===== src/rtl/core/scrw_pkg.sv =====
package scrw_pkg;

    // Width of the capacity, window and frame count fields.
    localparam int CNT_W = 7;

    // Width of the numerator fed to the start-offset remainder unit.
    localparam int NUM_W = CNT_W + 1;

    // Number of remainder steps, one numerator bit per step.
    localparam int DIV_STEPS = NUM_W;
    localparam int STEP_W = $clog2(DIV_STEPS);

    // Largest window that one extraction returns.
    localparam logic [CNT_W-1:0] WINDOW_MAX = 7'd64;

    // Capacity after reset.
    localparam logic [CNT_W-1:0] CAP_RESET = 7'd64;

    // Request action codes.
    localparam logic ACT_RECORD  = 1'b0;
    localparam logic ACT_EXTRACT = 1'b1;

    // Register map: one 32-bit register per word.
    localparam int APB_ADDR_W  = 3;
    localparam int APB_DATA_W  = 32;
    localparam int REG_IDX_LSB = 2;
    localparam logic REG_CAPACITY = 1'b0;

    typedef enum logic [1:0] {
        ST_IDLE,
        ST_SETUP,
        ST_DIV,
        ST_EMIT
    } scrw_state_t;

    // Commands from the controller to the datapath.
    typedef struct packed {
        logic record;
        logic extract_load;
        logic div_step;
        logic issue;
    } scrw_cmd_t;

    // Status from the datapath to the controller.
    typedef struct packed {
        logic count_zero;
        logic full;
        logic div_last;
        logic emit_last;
        logic can_issue;
    } scrw_status_t;

endpackage


===== src/rtl/core/scrw_if.sv =====
// Request channel: one record or extract request per transfer.
interface scrw_in_if import scrw_pkg::*; #(
    parameter int SAMPLE_BITS = 24
) ();
    logic                          valid;
    logic                          ready;
    logic                          action;
    logic signed [SAMPLE_BITS-1:0] left_sample;
    logic signed [SAMPLE_BITS-1:0] right_sample;
    logic [CNT_W-1:0]              window_frames;

    modport source (
        output valid, action, left_sample, right_sample, window_frames,
        input  ready
    );
    modport sink (
        input  valid, action, left_sample, right_sample, window_frames,
        output ready
    );
endinterface

// Result channel: one stereo frame per transfer.
interface scrw_out_if import scrw_pkg::*; #(
    parameter int SAMPLE_BITS = 24
) ();
    logic                          valid;
    logic                          ready;
    logic signed [SAMPLE_BITS-1:0] left_out;
    logic signed [SAMPLE_BITS-1:0] right_out;
    logic [CNT_W-1:0]              frame_count;
    logic                          last;

    modport source (
        output valid, left_out, right_out, frame_count, last,
        input  ready
    );
    modport sink (
        input  valid, left_out, right_out, frame_count, last,
        output ready
    );
endinterface


===== src/rtl/core/scrw_ram.sv =====
// Simple dual-port RAM with one write port and a registered read port.
module scrw_ram #(
    parameter int WIDTH = 48,
    parameter int DEPTH = 64,
    parameter int AW    = 6
) (
    input  logic             clk,
    input  logic             we,
    input  logic [AW-1:0]    waddr,
    input  logic [WIDTH-1:0] wdata,
    input  logic             re,
    input  logic [AW-1:0]    raddr,
    output logic [WIDTH-1:0] rdata
);

    logic [WIDTH-1:0] mem [DEPTH];

    always_ff @(posedge clk)
    begin
        if (we)
        begin
            mem[waddr] <= wdata;
        end
        if (re)
        begin
            rdata <= mem[raddr];
        end
    end

endmodule


===== src/rtl/core/scrw_ctrl.sv =====
// Sequencer: takes one request; an extract runs the start-offset remainder when
// the ring is full, then issues one store read per frame of a non-empty window.
module scrw_ctrl import scrw_pkg::*; (
    input  logic         clk,
    input  logic         rst_n,
    input  logic         in_valid,
    input  logic         in_action,
    output logic         in_ready,
    input  scrw_status_t status,
    output scrw_cmd_t    cmd
);

    scrw_state_t state_reg;
    scrw_state_t state_next;

    // State register.
    always_ff @(posedge clk or negedge rst_n)
    begin
        if (!rst_n)
        begin
            state_reg <= ST_IDLE;
        end
        else
        begin
            state_reg <= state_next;
        end
    end

    // Next state and commands.
    always_comb
    begin
        state_next = state_reg;
        cmd        = '0;
        in_ready   = 1'b0;
        case (state_reg)
            ST_IDLE:
            begin
                in_ready = 1'b1;
                if (in_valid)
                begin
                    if (in_action == ACT_RECORD)
                    begin
                        cmd.record = 1'b1;
                    end
                    else
                    begin
                        cmd.extract_load = 1'b1;
                        state_next       = ST_SETUP;
                    end
                end
            end
            ST_SETUP:
            begin
                if (status.count_zero)
                begin
                    state_next = ST_IDLE;
                end
                else if (status.full)
                begin
                    state_next = ST_DIV;
                end
                else
                begin
                    state_next = ST_EMIT;
                end
            end
            ST_DIV:
            begin
                cmd.div_step = 1'b1;
                if (status.div_last)
                begin
                    state_next = ST_EMIT;
                end
            end
            ST_EMIT:
            begin
                if (status.can_issue)
                begin
                    cmd.issue = 1'b1;
                    if (status.emit_last)
                    begin
                        state_next = ST_IDLE;
                    end
                end
            end
            default:
            begin
                state_next = ST_IDLE;
            end
        endcase
    end

    // The emit phase starts only after the full set of remainder steps.
    a_div_complete: assert property (@(posedge clk) disable iff (!rst_n)
        (state_reg == ST_EMIT && $past(state_reg) == ST_DIV) |-> $past(status.div_last))
        else $error("emit phase entered before the remainder finished");

    // A window that came out empty never issues a store read.
    a_no_empty_issue: assert property (@(posedge clk) disable iff (!rst_n)
        cmd.issue |-> !status.count_zero)
        else $error("store read issued for an empty window");

endmodule


===== src/rtl/core/scrw_datapath.sv =====
// Ring pointers, window arithmetic, start-offset remainder, the frame store
// and a two-entry result queue.
module scrw_datapath import scrw_pkg::*; #(
    parameter int DEPTH       = 64,
    parameter int SAMPLE_BITS = 24
) (
    input  logic                          clk,
    input  logic                          rst_n,
    input  logic [CNT_W-1:0]              capacity,
    input  logic signed [SAMPLE_BITS-1:0] left_sample,
    input  logic signed [SAMPLE_BITS-1:0] right_sample,
    input  logic [CNT_W-1:0]              window_frames,
    input  scrw_cmd_t                     cmd,
    output scrw_status_t                  status,
    output logic                          out_valid,
    input  logic                          out_ready,
    output logic signed [SAMPLE_BITS-1:0] left_out,
    output logic signed [SAMPLE_BITS-1:0] right_out,
    output logic [CNT_W-1:0]              frame_count,
    output logic                          last
);

    localparam int AW      = (DEPTH > 1) ? $clog2(DEPTH) : 1;
    localparam int PAIR_W  = 2 * SAMPLE_BITS;
    localparam int ENTRY_W = PAIR_W + CNT_W + 1;
    localparam logic [CNT_W-1:0] DEPTH_CAP = (DEPTH > 127) ? 7'd127 : 7'(DEPTH);

    logic [CNT_W-1:0]   eff_cap;
    logic [CNT_W-1:0]   wptr_reg, wptr_next;
    logic [CNT_W-1:0]   fill_reg, fill_next;
    logic [CNT_W-1:0]   count_reg, count_next;
    logic [CNT_W-1:0]   pos_reg, pos_next;
    logic [CNT_W-1:0]   idx_reg, idx_next;
    logic [NUM_W-1:0]   num_reg, num_next;
    logic [CNT_W-1:0]   rem_reg, rem_next;
    logic [STEP_W-1:0]  step_reg, step_next;
    logic               rd_pend_reg, rd_pend_next;
    logic [CNT_W-1:0]   pend_count_reg, pend_count_next;
    logic               pend_last_reg, pend_last_next;
    logic [ENTRY_W-1:0] q0_reg, q0_next;
    logic [ENTRY_W-1:0] q1_reg, q1_next;
    logic [1:0]         q_cnt_reg, q_cnt_next;

    logic [CNT_W-1:0]   avail;
    logic [CNT_W-1:0]   win_clip;
    logic [CNT_W-1:0]   win_count;
    logic [NUM_W-1:0]   trial;
    logic [NUM_W-1:0]   trial_sub;
    logic [NUM_W-1:0]   wptr_inc;
    logic [NUM_W-1:0]   pos_inc;
    logic               ram_we;
    logic [PAIR_W-1:0]  ram_rdata;
    logic [ENTRY_W-1:0] push_entry;
    logic               push;
    logic               pop;

    // Capacity in use never exceeds the store depth.
    assign eff_cap = (capacity > DEPTH_CAP) ? DEPTH_CAP : capacity;

    // Window length: request clipped by the frames held and the window limit.
    assign avail     = (fill_reg < eff_cap) ? fill_reg : eff_cap;
    assign win_clip  = (window_frames < avail) ? window_frames : avail;
    assign win_count = (win_clip > WINDOW_MAX) ? WINDOW_MAX : win_clip;

    // One restoring remainder step per cycle.
    assign trial     = {rem_reg, num_reg[NUM_W-1]};
    assign trial_sub = (trial >= {1'b0, eff_cap}) ? trial - {1'b0, eff_cap} : trial;

    assign wptr_inc = {1'b0, wptr_reg} + NUM_W'(1);
    assign pos_inc  = {1'b0, pos_reg} + NUM_W'(1);
    assign ram_we   = cmd.record && (eff_cap != '0);

    // Result queue handshake.
    assign pop        = (q_cnt_reg != 2'd0) && out_ready;
    assign push       = rd_pend_reg;
    assign push_entry = {ram_rdata, pend_count_reg, pend_last_reg};

    // Status to the controller.
    assign status.count_zero = (count_reg == '0);
    assign status.full       = (fill_reg >= eff_cap);
    assign status.div_last   = (step_reg == STEP_W'(DIV_STEPS - 1));
    assign status.emit_last  = (idx_reg == count_reg - CNT_W'(1));
    assign status.can_issue  = (({1'b0, q_cnt_reg} + {2'b0, rd_pend_reg}) != 3'd2) || pop;

    // Frame store holding each left/right pair side by side.
    scrw_ram #(
        .WIDTH (PAIR_W),
        .DEPTH (DEPTH),
        .AW    (AW)
    ) u_store (
        .clk   (clk),
        .we    (ram_we),
        .waddr (AW'(wptr_reg)),
        .wdata ({left_sample, right_sample}),
        .re    (cmd.issue),
        .raddr (AW'(pos_reg)),
        .rdata (ram_rdata)
    );

    // Pointer, window and remainder updates.
    always_comb
    begin
        wptr_next       = wptr_reg;
        fill_next       = fill_reg;
        count_next      = count_reg;
        pos_next        = pos_reg;
        idx_next        = idx_reg;
        num_next        = num_reg;
        rem_next        = rem_reg;
        step_next       = step_reg;
        rd_pend_next    = 1'b0;
        pend_count_next = pend_count_reg;
        pend_last_next  = pend_last_reg;

        if (ram_we)
        begin
            wptr_next = (wptr_inc >= {1'b0, eff_cap}) ? '0 : wptr_inc[CNT_W-1:0];
            if (fill_reg < eff_cap)
            begin
                fill_next = fill_reg + CNT_W'(1);
            end
        end

        if (cmd.extract_load)
        begin
            count_next = win_count;
            pos_next   = fill_reg - win_count;
            num_next   = {1'b0, wptr_reg} + {1'b0, eff_cap} - {1'b0, win_count};
            rem_next   = '0;
            step_next  = '0;
            idx_next   = '0;
        end

        if (cmd.div_step)
        begin
            rem_next  = trial_sub[CNT_W-1:0];
            num_next  = num_reg << 1;
            step_next = step_reg + STEP_W'(1);
            if (status.div_last)
            begin
                pos_next = trial_sub[CNT_W-1:0];
            end
        end

        if (cmd.issue)
        begin
            pos_next        = (pos_inc >= {1'b0, eff_cap}) ? '0 : pos_inc[CNT_W-1:0];
            idx_next        = idx_reg + CNT_W'(1);
            rd_pend_next    = 1'b1;
            pend_count_next = count_reg;
            pend_last_next  = status.emit_last;
        end
    end

    // Two-entry result queue, head in q0.
    always_comb
    begin
        q0_next    = q0_reg;
        q1_next    = q1_reg;
        q_cnt_next = q_cnt_reg;
        case ({push, pop})
            2'b10:
            begin
                if (q_cnt_reg == 2'd0)
                begin
                    q0_next = push_entry;
                end
                else
                begin
                    q1_next = push_entry;
                end
                q_cnt_next = q_cnt_reg + 2'd1;
            end
            2'b01:
            begin
                q0_next    = q1_reg;
                q_cnt_next = q_cnt_reg - 2'd1;
            end
            2'b11:
            begin
                if (q_cnt_reg == 2'd1)
                begin
                    q0_next = push_entry;
                end
                else
                begin
                    q0_next = q1_reg;
                    q1_next = push_entry;
                end
            end
            default:
            begin
                q_cnt_next = q_cnt_reg;
            end
        endcase
    end

    // Control registers.
    always_ff @(posedge clk or negedge rst_n)
    begin
        if (!rst_n)
        begin
            wptr_reg    <= '0;
            fill_reg    <= '0;
            count_reg   <= '0;
            idx_reg     <= '0;
            step_reg    <= '0;
            rd_pend_reg <= 1'b0;
            q_cnt_reg   <= 2'd0;
        end
        else
        begin
            wptr_reg    <= wptr_next;
            fill_reg    <= fill_next;
            count_reg   <= count_next;
            idx_reg     <= idx_next;
            step_reg    <= step_next;
            rd_pend_reg <= rd_pend_next;
            q_cnt_reg   <= q_cnt_next;
        end
    end

    // Payload registers.
    always_ff @(posedge clk)
    begin
        pos_reg        <= pos_next;
        num_reg        <= num_next;
        rem_reg        <= rem_next;
        pend_count_reg <= pend_count_next;
        pend_last_reg  <= pend_last_next;
        q0_reg         <= q0_next;
        q1_reg         <= q1_next;
    end

    // Result channel from the queue head.
    assign out_valid   = (q_cnt_reg != 2'd0);
    assign left_out    = q0_reg[ENTRY_W-1 -: SAMPLE_BITS];
    assign right_out   = q0_reg[CNT_W+1 +: SAMPLE_BITS];
    assign frame_count = q0_reg[1 +: CNT_W];
    assign last        = q0_reg[0];

    // Queued plus in-flight reads never exceed the queue depth.
    a_queue_credit: assert property (@(posedge clk) disable iff (!rst_n)
        ({1'b0, q_cnt_reg} + {2'b0, rd_pend_reg}) <= 3'd2)
        else $error("result queue overrun");

    // Every read address lies inside the ring in use.
    a_read_in_ring: assert property (@(posedge clk) disable iff (!rst_n)
        cmd.issue |-> (pos_reg < eff_cap))
        else $error("store read outside the ring");

    // The write pointer always addresses a real store entry.
    a_wptr_in_store: assert property (@(posedge clk) disable iff (!rst_n)
        int'(wptr_reg) < DEPTH)
        else $error("write pointer beyond the store");

endmodule


===== src/rtl/core/stereo_capture_ring_window_top.sv =====
// Stereo capture ring with newest-window readout. A record request writes one
// left/right Q1.23 pair into a ring of "capacity" frames (register 0, reset 64)
// when it is accepted, and nothing at capacity 0. An extract request returns the newest
// min(window_frames, frames held, 64) frames, oldest first, one result per
// frame with the window length and a last flag on the final frame; an empty
// window returns nothing. Extraction loads the window, passes a setup state,
// runs the start-offset remainder (one numerator bit per cycle) once the
// ring has wrapped, and then reads one frame per cycle from the single read port of
// the frame store while the result sink keeps up. A two-entry result queue
// sits between the store and the result channel, so the next request is taken
// as soon as the last store read of a window has been issued.
module stereo_capture_ring_window_top import scrw_pkg::*; #(
    parameter int DEPTH       = 64,
    parameter int SAMPLE_BITS = 24
) (
    input  logic                  clk,
    input  logic                  rst_n,
    scrw_in_if.sink               in_ch,
    scrw_out_if.source            out_ch,
    input  logic                  psel,
    input  logic                  penable,
    input  logic                  pwrite,
    input  logic [APB_ADDR_W-1:0] paddr,
    input  logic [APB_DATA_W-1:0] pwdata,
    output logic [APB_DATA_W-1:0] prdata,
    output logic                  pready
);

    logic [CNT_W-1:0] capacity_reg;
    logic             reg_idx;
    logic             cfg_write;
    scrw_cmd_t        cmd;
    scrw_status_t     status;

    // Register decode.
    assign pready    = 1'b1;
    assign reg_idx   = paddr[REG_IDX_LSB];
    assign cfg_write = psel && penable && pwrite;
    assign prdata    = (reg_idx == REG_CAPACITY) ? APB_DATA_W'(capacity_reg) : '0;

    // Capacity register.
    always_ff @(posedge clk or negedge rst_n)
    begin
        if (!rst_n)
        begin
            capacity_reg <= CAP_RESET;
        end
        else if (cfg_write && (reg_idx == REG_CAPACITY))
        begin
            capacity_reg <= pwdata[CNT_W-1:0];
        end
    end

    scrw_ctrl u_ctrl (
        .clk       (clk),
        .rst_n     (rst_n),
        .in_valid  (in_ch.valid),
        .in_action (in_ch.action),
        .in_ready  (in_ch.ready),
        .status    (status),
        .cmd       (cmd)
    );

    scrw_datapath #(
        .DEPTH       (DEPTH),
        .SAMPLE_BITS (SAMPLE_BITS)
    ) u_datapath (
        .clk           (clk),
        .rst_n         (rst_n),
        .capacity      (capacity_reg),
        .left_sample   (in_ch.left_sample),
        .right_sample  (in_ch.right_sample),
        .window_frames (in_ch.window_frames),
        .cmd           (cmd),
        .status        (status),
        .out_valid     (out_ch.valid),
        .out_ready     (out_ch.ready),
        .left_out      (out_ch.left_out),
        .right_out     (out_ch.right_out),
        .frame_count   (out_ch.frame_count),
        .last          (out_ch.last)
    );

endmodule


===== src/flat_wrapper.sv =====
// flat-port wrapper written by rule: the top's interface ports become plain ports
module stereo_capture_ring_window_top_flat import scrw_pkg::*;
#(
    parameter int DEPTH       = 64,
    parameter int SAMPLE_BITS = 24
)
  (clk, rst_n, psel, penable, pwrite, paddr, pwdata, prdata, pready, in_ch_valid, in_ch_action, in_ch_left_sample, in_ch_right_sample, in_ch_window_frames, in_ch_ready, out_ch_valid, out_ch_left_out, out_ch_right_out, out_ch_frame_count, out_ch_last, out_ch_ready);
  scrw_in_if #(.SAMPLE_BITS(SAMPLE_BITS)) in_ch_i ();
  scrw_out_if #(.SAMPLE_BITS(SAMPLE_BITS)) out_ch_i ();
  input  logic clk;
  input  logic rst_n;
  input  logic psel;
  input  logic penable;
  input  logic pwrite;
  input  logic [APB_ADDR_W-1:0] paddr;
  input  logic [APB_DATA_W-1:0] pwdata;
  output logic [APB_DATA_W-1:0] prdata;
  output logic pready;
  input wire logic [$bits(in_ch_i.valid)-1:0] in_ch_valid;
  input wire logic [$bits(in_ch_i.action)-1:0] in_ch_action;
  input wire logic [$bits(in_ch_i.left_sample)-1:0] in_ch_left_sample;
  input wire logic [$bits(in_ch_i.right_sample)-1:0] in_ch_right_sample;
  input wire logic [$bits(in_ch_i.window_frames)-1:0] in_ch_window_frames;
  output wire logic [$bits(in_ch_i.ready)-1:0] in_ch_ready;
  output wire logic [$bits(out_ch_i.valid)-1:0] out_ch_valid;
  output wire logic [$bits(out_ch_i.left_out)-1:0] out_ch_left_out;
  output wire logic [$bits(out_ch_i.right_out)-1:0] out_ch_right_out;
  output wire logic [$bits(out_ch_i.frame_count)-1:0] out_ch_frame_count;
  output wire logic [$bits(out_ch_i.last)-1:0] out_ch_last;
  input wire logic [$bits(out_ch_i.ready)-1:0] out_ch_ready;
  assign in_ch_i.valid = in_ch_valid;
  assign in_ch_i.action = in_ch_action;
  assign in_ch_i.left_sample = in_ch_left_sample;
  assign in_ch_i.right_sample = in_ch_right_sample;
  assign in_ch_i.window_frames = in_ch_window_frames;
  assign in_ch_ready = in_ch_i.ready;
  assign out_ch_valid = out_ch_i.valid;
  assign out_ch_left_out = out_ch_i.left_out;
  assign out_ch_right_out = out_ch_i.right_out;
  assign out_ch_frame_count = out_ch_i.frame_count;
  assign out_ch_last = out_ch_i.last;
  assign out_ch_i.ready = out_ch_ready;
  stereo_capture_ring_window_top #(.DEPTH(DEPTH), .SAMPLE_BITS(SAMPLE_BITS)) u_core (.clk(clk), .rst_n(rst_n), .in_ch(in_ch_i), .out_ch(out_ch_i), .psel(psel), .penable(penable), .pwrite(pwrite), .paddr(paddr), .pwdata(pwdata), .prdata(prdata), .pready(pready));
endmodule

===== config.mk =====
export PLATFORM = sky130hd
export DESIGN_NAME = stereo_capture_ring_window_top_flat
export DESIGN_NICKNAME = d
export VERILOG_FILES = /design/src/rtl/core/scrw_pkg.sv /design/src/rtl/core/scrw_if.sv /design/src/rtl/core/scrw_ram.sv /design/src/rtl/core/scrw_ctrl.sv /design/src/rtl/core/scrw_datapath.sv /design/src/rtl/core/stereo_capture_ring_window_top.sv /design/src/flat_wrapper.sv
export SDC_FILE = /design/constraint.sdc
export NUM_CORES = 2
export LEC_CHECK = 0
export ABC_CLOCK_PERIOD_IN_PS = 7700
export BUFFER_PORTS_ARGS = -buffer_cell sky130_fd_sc_hd__buf_2
export CAP_MARGIN = 10
export CORE_MARGIN = 1.5
export CORE_UTILIZATION = 55
export DETAILED_ROUTE_END_ITERATION = 7
export PLACE_DENSITY = 0.71
export SYNTH_ARGS = -nofsm -noshare
export SYNTH_HDL_FRONTEND = slang
export SYNTH_SLANG_ARGS = --single-unit
export TNS_END_PERCENT = 1

===== constraint.sdc =====
create_clock -name clk -period 7.7 [get_ports clk]
set_clock_uncertainty 0.05 [all_clocks]
set_input_delay 2.31 -clock clk [delete_from_list [all_inputs] [get_ports clk]]
set_output_delay 2.31 -clock clk [all_outputs]
set_load 0.005 [all_outputs]

# After elaboration in Yosys (flattened, before gate mapping)
# Memory sizes are Yosys's and may differ from the RTL's. A register that Yosys moved wholly into a read port is not among the register bits.
# Index checks and enable logic that the tools add are counted.
# Widths: inputs -> output; s select.
[word_totals] reg_bits=185 latchBits=0 ram_bits=3072 rom_bits=0 in_bits=98 out_inout_bits=91 word_cells=123 n_memories=1
[memory_table] name="u_core.u_datapath.u_store.mem" depth=64 width=48 read_ports=1 rd_ports_with_merged_regs=1 write_ports=1 line_no="scrw_ram.sv:16" source="logic [WIDTH-1:0] mem [DEPTH];"
[classes] addsub=13 multipliers=0 div=0 order_cmp=8 n_eq_ne=18 shift=0 n_mux=45 bitwise_logic=1 reduce_logical=20
[op_table] op="$mux 56" count=4
[op_table] op="$pmux 56 s3" count=1
[op_table] op="$pmux 56 s2" count=1
[op_table] op="$mux 7" count=15
[op_table] op="$ge 8x7->1" count=3
[op_table] op="$add 7x1->8 const B" count=2
[op_table] op="$mux 2" count=8
[op_table] op="$mux 8" count=2
[op_table] op="$add 7x1->7 const B" count=2
[op_table] op="$gt 7x7->1 const B" count=2
[op_table] op="$lt 7x7->1" count=2
[op_table] op="$sub 7x7->7" count=2
[op_table] op="$mux 1" count=10
[op_table] op="$ne 2x2->1 const B" count=5
[op_table] op="$reduce_bool 2->1" count=5
[op_table] op="$add 7x7->8" count=1
[op_table] op="$eq 2x2->1 const B" count=4
[op_table] op="$pmux 2 s4" count=1
[op_table] op="$sub 8x7->8" count=1
[op_table] op="$eq 7x7->1" count=1
[op_table] op="$ge 7x7->1" count=1
[op_table] op="$logic_not 7->1" count=1
[op_table] op="$reduce_bool 7->1" count=1
[op_table] op="$sub 7x1->7 const B" count=1
[op_table] op="18 further kinds" count=29

# Longest topological paths before layout
[depth] ltp_word=13 mapped_depth=31

# By module
# Synthesis repeated with hierarchy kept, for this count alone.
[unflattened] hier_cells=5770 area_unflattened_um2=127427.2
[modules_own_cells] mod="scrw_ram" instances=1 cells_each=4970 area_each_um2=117597.8 seq_area_each_um2=93689.9
[modules_own_cells] mod="scrw_datapath" instances=1 cells_each=734 area_each_um2=9152.5 seq_area_each_um2=5034.8
[modules_own_cells] mod="stereo_capture_ring_window_top" instances=1 cells_each=50 area_each_um2=543.0 seq_area_each_um2=176.4
[modules_own_cells] mod="scrw_ctrl" instances=1 cells_each=16 area_each_um2=133.9 seq_area_each_um2=50.0

# Worst setup path after synthesis
# No wires, ideal clock.
[synth_timing] path_type="in2reg" startpoint="input out_ch_ready" endpoint="register u_core.u_datapath.q1_reg[0] (enable)" setup_ns=0.489 arrival_time_ns=5.655 t_required_ns=7.161 setup_slack_ns=1.506 path_stages=6 cell_sequence="nor2b_1 > inv_1 > ha_1 > nand2_1 > o21ai_0 > a21oi_1"
[synth_via] elab_chain_cells=4 elab_cells_between_ends=7 cone_classes="4 x eq/ne; 3 x reduce/logical"
[synth_rtl] item="start: declaration" line_no="flat_wrapper.sv:30" source="input wire logic [$bits(out_ch_i.ready)-1:0] out_ch_ready;"
[synth_rtl] item="$logic_and 1x1->1 *" line_no="scrw_datapath.sv:74" source="assign pop = (q_cnt_reg != 2'd0) && out_ready;"
[synth_rtl] item="$eq 2x2->1" line_no="scrw_datapath.sv:161" source="case ({push, pop})"
[synth_rtl] item="$ne 2x2->1 (no line) or $reduce_bool 2->1 (tied branches)"
[synth_rtl] item="$reduce_and 3->1 (no line) *"
[synth_rtl] item="end signal: assignment" line_no="scrw_datapath.sv:232" source="q1_reg <= q1_next;"
[synth_rtl] item="end: declaration" line_no="scrw_datapath.sv:41" source="logic [ENTRY_W-1:0] q1_reg, q1_next;"
# Every way passes the cells marked *; elsewhere a longest branch is shown, timed or not.
# A chain may end at the register's enable or synchronous reset.

# Final worst setup path
[layout_timing] startpoint="register u_core.capacity_reg[6]" endpoint="register u_core.u_datapath.num_reg[7], data pin"
[layout_via] elab_chain_cells=11 elab_cells_between_ends=12 cone_classes="2 x add/sub; 4 x order compare; 6 x mux"
[layout_rtl] item="start: declaration" line_no="stereo_capture_ring_window_top.sv:29" source="logic [CNT_W-1:0] capacity_reg;"
[layout_rtl] item="start signal: assignment" line_no="stereo_capture_ring_window_top.sv:50" source="capacity_reg <= pwdata[CNT_W-1:0];"
[layout_rtl] item="$gt 7x7->1" line_no="scrw_datapath.sv:58" source="assign eff_cap = (capacity > DEPTH_CAP) ? DEPTH_CAP : capacity;"
[layout_rtl] item="$mux 7 *" line_no="scrw_datapath.sv:58"
[layout_rtl] item="$lt 7x7->1" line_no="scrw_datapath.sv:61" source="assign avail = (fill_reg < eff_cap) ? fill_reg : eff_cap;"
[layout_rtl] item="$mux 7 *" line_no="scrw_datapath.sv:61"
[layout_rtl] item="$lt 7x7->1" line_no="scrw_datapath.sv:62" source="assign win_clip = (window_frames < avail) ? window_frames : avail;"
[layout_rtl] item="$mux 7 *" line_no="scrw_datapath.sv:62"
[layout_rtl] item="$gt 7x7->1" line_no="scrw_datapath.sv:63" source="assign win_count = (win_clip > WINDOW_MAX) ? WINDOW_MAX : win_clip;"
[layout_rtl] item="$mux 7 *" line_no="scrw_datapath.sv:63"
[layout_rtl] item="via u_core.u_datapath.win_count[1]" line_no="scrw_datapath.sv:46" source="logic [CNT_W-1:0] win_count;"
[layout_rtl] item="$sub 8x7->8 *" line_no="scrw_datapath.sv:128" source="num_next = {1'b0, wptr_reg} + {1'b0, eff_cap} - {1'b0, win_count};"
[layout_rtl] item="$mux 8 *" line_no="scrw_datapath.sv:124" source="if (cmd.extract_load)"
[layout_rtl] item="$mux 8 *" line_no="scrw_datapath.sv:134" source="if (cmd.div_step)"
[layout_rtl] item="via u_core.u_datapath.num_next[7]" line_no="scrw_datapath.sv:34" source="logic [NUM_W-1:0] num_reg, num_next;"
[layout_rtl] item="end signal: assignment" line_no="scrw_datapath.sv:227" source="num_reg <= num_next;"
[layout_rtl] item="end: declaration" line_no="scrw_datapath.sv:34"
# The timed path passes the listed nets; every way through them passes the cells marked *. The select of a mux whose other input is x is not followed.

==> reports/metrics.sh <==
STATUS='finished, final reports clean'
EFFECTIVE_UTILIZATION_AT_FLOORPLAN_PCT=55.5
NUMPORTBUFFERS=135
PIN_COUNT_OF_THE_BIGGEST_NET_ENTERING_GLOBAL_ROUTING=112
TIMING.SLEW.HEADROOM_PCT=11.4
SYNTH_ENABLE_FLOP_CELLS=3254
DIE-AREA_MM2=0.236
DRT_ITER0_MARKERS=9044
POST_SYNTH_NUM_CELL_TYPES=71
OVERFLOW=0
POSTSYNTHREGISTERBITS=3305
WL_CELL_UM=35.5
CLK_ROOT_BUFFER_CELL='sky130_fd_sc_hd__clkbuf_16'
DESIGN.FINAL.NETS=6320
REG2REG_SLACK_PS=790
POST_DRT_ANTENNA_NETS=0
POST_CTS.REPAIR.SETUP_BUFFERS=0
HOLD_PATH_END='u_core.u_datapath.q1_reg[2]$_DFFE_PP_'
SYNTHDOMINANTAREACELLTYPE='sky130_fd_sc_hd__edfxtp_1'
TIMING.CRITICAL_PATH.MODE_CELL='sky130_fd_sc_hd__a21oi_1'
MOST-COMMON-LAYOUT-CELLS='sky130_fd_sc_hd__edfxtp_1 (3254), sky130_fd_sc_hd__mux4_2 (818), sky130_fd_sc_hd__clkbuf_16 (349)'
GRT_SETUP_UNREPAIRED='no'
STD_CELL_ROWS=176
FRACTION_OF_THE_MAPPED_NETLIST_AREA_IN_SIMPLE_LOGIC_GATES_PCT=1.72
DRIVE_ABOVE_1_SHARE_PCT=26.7
POST_SYNTH_MUX_AREA_SHARE_PCT=15.9
WORST_R2R_STARTPOINT='u_core.capacity_reg[6]$_DFFE_PN1P_'
P_SEQ_SHARE_PCT=42.4
FINAL_HOLD_FAILS=0
PLACED_CELLS_INCL_TAPS=8832
DIE_H_UM=486
CTS-HTREE-LEVELS=5
LARGEST_REGISTER_FFS=3072
CTS_RESIZED=0
SYN-INSTANCE-COUNT=5790
CP_SLOWEST_STAGE_DELAY_PS=600
TRACK_USAGE_PCT=28.5
FINAL.MIN_CLOCK_PERIOD_PS=6910
REGISTER_AREA_MM2=0.0990
CRITPATHLAUNCHTYPE='flop'
AREA.GROWTH.SYNTH_TO_FINAL_PCT=12.4
IO_PINS=189
SOURCE_TO_SINK_CLOCK_DELAY_AT_THE_LATER_PIN_OF_THE_WORST_SKEW_PAIR_PS=960
INTERNAL-POWER_W=0.0355
POST_SYNTH.CELL_AREA_AVG_UM2=22.1
DETAIL_ROUTE.VIAS_PER_CELL=6.72
DIE-WIDTH_UM=486
POST-ROUTE-PERIOD-UTIL_PCT=89.7
SETUP_TOTAL_NEGATIVE_SLACK_PS=0
FINALSETUPVIOLATIONS=0
GP_ROUTABILITY_CONGESTION=0.820
NUM_VIAS=63444
WORST_R2R_PATH_DEPTH=31
CTS_MAX_PATH_BUFS=4
ROUTE.DETAILED.DRC=0
DETAILEDROUTE.FIRSTPASSITERATIONCOUNT=8
FINALWIRELENGTH_MM=335
FILLERS=15134
CRITPATHKIND='reg -> reg'
SYNTH_ASYNC_SR_FLOP_SHARE_PCT=1.30
CLOCK-SINKS=3305
FINAL_COMMON_CELL='sky130_fd_sc_hd__edfxtp_1'
FIRST_GLOBAL_VIAS=63119
R2R-END='u_core.u_datapath.num_reg[7]$_DFFE_PP_'
FMAXACHIEVABLE_MHz=145
GLOBAL_ROUTE_WIRE_LENGTH_BEFORE_REPAIR_MM=470
SW_FRAC_OF_TOTAL_PCT=29.3
HOLD_PATH_STARTPOINT='u_core.u_datapath.pend_count_reg[1]$_DFFE_PP_'
CLK_PWR_SHARE_PCT=31.4
WORST_IR_DROP_VDD_V=0.000436
NUMCTSBUFFERS=340
GRT_ANTENNA_BEFORE_REPAIR=26
SETUP.WORST_PATH.END_CLASS='flop'
CTS-HOLD-FIX-BUFFERS=0
COMBINATIONAL_FAMILY_WITH_THE_MOST_AREA_AFTER_SYNTHESIS='multiplexers'
AREA_OCCUPIED_BY_MULTI_INPUT_GATES_MM2=0.0278
P_SW_W=0.0147
MAX_SLEW.WORST_PIN.SLEW_PS=1320
POSTSYNTH.TOPFLOPCELL='sky130_fd_sc_hd__edfxtp_1'
SYNTH_XOR_AREA_SHARE_PCT=0.287
POWER_DENSITY_mW_PER_MM2=348
FINAL-INSTANCE-COUNT-EXCL-FILL=9437
COMPLEX_GATE_FRACTION_OF_THE_SYNTHESIZED_AREA_PCT=2.52
CP_MAX_FO=15
FP.COREAREA_MM2=0.231
POWER.SHARE.COMBINATIONAL_PCT=26.2
WORST_SETUP_HOLD_PATH_CLK_SLEW_PS=60
SYNTH_TOP_CELLS_BY_AREA='sky130_fd_sc_hd__edfxtp_1 (76%), sky130_fd_sc_hd__mux4_2 (14%), sky130_fd_sc_hd__mux2i_1 (1.3%), sky130_fd_sc_hd__dfrtp_1 (0.82%), sky130_fd_sc_hd__nand2_1 (0.71%)'
YS.WARNINGS.COUNT=0
DPL_HPWL_MM=177
TIMING.CRITICAL_PATH.REQUIRED_PS=8350
REPORT.FINAL.SLEW_VIOL_COUNT=0
CLASS_OF_THE_TIGHTEST_HOLD_OR_REMOVAL_CHECK='reg -> reg'
CAP_VIOL_MAX_COUNT=0
NETLIST_AREA_MM2=0.128
TRITONCTS='done'
LEAKAGEPOWER_nW=45.5
MIN_PATH_CELLS=0
POST_SYNTH_TOP_AREA_SHARE_PCT=76.3
CP.ARRIVAL_PS=7560
POST_SYNTHESIS_ADDER_CELL_AREA_FRACTION_PCT=0.756
WORST_PATH_MAX_DELAY_CELL='sky130_fd_sc_hd__dfstp_2'
YOSYSSEQAREASHARE_PCT=77.2
==> routing by layer <==
layer	vias to the layer above	part of all wire (%)	global-route usage (%)
li1	25058	-	-
met1	33566	37	39.3
met2	4175	47	44.3
met3	637	12	8.18
met4	8	3.3	9.44
met5	-	0.014	0
==> cells in the mapped netlist, types with 13 or more instances <==
cell / instances
sky130_fd_sc_hd__a211oi_1: 25
sky130_fd_sc_hd__a21oi_1: 96
sky130_fd_sc_hd__a22o_1: 58
sky130_fd_sc_hd__a31oi_1: 34
sky130_fd_sc_hd__and3_1: 24
sky130_fd_sc_hd__buf_1: 22
sky130_fd_sc_hd__buf_2: 81
sky130_fd_sc_hd__buf_4: 69
sky130_fd_sc_hd__buf_6: 21
sky130_fd_sc_hd__clkbuf_1: 134
sky130_fd_sc_hd__dfrtp_1: 42
sky130_fd_sc_hd__edfxtp_1: 3254
sky130_fd_sc_hd__ha_1: 63
sky130_fd_sc_hd__inv_1: 53
sky130_fd_sc_hd__mux2_2: 26
sky130_fd_sc_hd__mux2i_1: 170
sky130_fd_sc_hd__mux4_2: 818
sky130_fd_sc_hd__nand2_1: 241
sky130_fd_sc_hd__nand2b_1: 15
sky130_fd_sc_hd__nand3_1: 42
sky130_fd_sc_hd__nor2_1: 116
sky130_fd_sc_hd__nor2b_1: 14
sky130_fd_sc_hd__nor3_1: 16
sky130_fd_sc_hd__o21ai_0: 68
sky130_fd_sc_hd__o221ai_1: 67
sky130_fd_sc_hd__o22ai_1: 35
sky130_fd_sc_hd__xnor2_1: 29
sky130_fd_sc_hd__xor2_1: 13
==> worst max-delay path by stage <==
stage               slack (ps)                                      to                               start  cells after the start
global route               230  u_core.u_datapath.num_reg[7]$_DFFE_PP_  u_core.capacity_reg[6]$_DFFE_PN1P_                     31
finish                     790  u_core.u_datapath.num_reg[7]$_DFFE_PP_  u_core.capacity_reg[6]$_DFFE_PN1P_                     31
detailed placement         810  u_core.u_datapath.num_reg[7]$_DFFE_PP_  u_core.capacity_reg[6]$_DFFE_PN1P_                     31
CTS                        790  u_core.u_datapath.num_reg[7]$_DFFE_PP_  u_core.capacity_reg[6]$_DFFE_PN1P_                     31
floorplan                 1510   u_core.u_datapath.q1_reg[0]$_DFFE_PP_                        out_ch_ready                      6
global placement           880  u_core.u_datapath.num_reg[7]$_DFFE_PP_  u_core.capacity_reg[6]$_DFFE_PN1P_                     31
==> critical path: cells and delay by family (launching register included) <==
| family | cells | cell delay, ps |
|---|---|---|
| buf+inv | 6 | 1230 |
| flops | 1 | 600 |
| simple gates | 6 | 680 |
| xor+xnor | 1 | 130 |
| compound gates | 13 | 2370 |
| mux | 1 | 350 |
| fa+ha+maj | 4 | 1200 |
==> cells by family (layout without fill, tap and decap cells) <==
group / after synthesis / in the layout
buf+inv: 386 / 975
fa+ha+maj: 72 / 72
xor+xnor: 42 / 42
simple gates: 505 / 505
mux: 1015 / 1015
compound gates: 463 / 463
flops: 3305 / 3305
other cells: 2 / 34
==> final cells by class <==
class                   count  share of cell area (%)
flip-flops and latches   3305                    68.7
multi-input cells        2123                    19.3
clock buffers             423                    6.27
well taps                3026                    2.63
repair buffers            321                    1.83
clock inverters           172                    1.01
inverters                  59                   0.167
diodes                      8                  0.0139
==> power groups by stage <==
stage | sequential, W | clock [W] | combinational [W]
2_1_floorplan | 0.0213 | 0 | 0.00897
3_3_place_gp | 0.0216 | 0 | 0.0129
3_5_place_dp | 0.0216 | 0 | 0.0130
4_1_cts | 0.0213 | 0.0159 | 0.0131
5_1_grt | 0.0213 | 0.0166 | 0.0139
6_report | 0.0213 | 0.0157 | 0.0131
==> metrics by stage <==
step / hold WS (ps) / area (um2) / util (%) / setup slack, ps / total power (W)
CTS: 374 / 144000 / 62.4 / 788 / 0.0503
floorplan: 377 / 128000 / - / 1510 / 0.0303
finish: 377 / 144000 / 62.4 / 793 / 0.0501
global route: 385 / 144000 / 62.4 / 233 / 0.0517
detailed placement: 386 / 133000 / 57.8 / 807 / 0.0347
global placement: 383 / 133000 / 57.8 / 876 / 0.0345
Power figures use the tool's default switching activity.
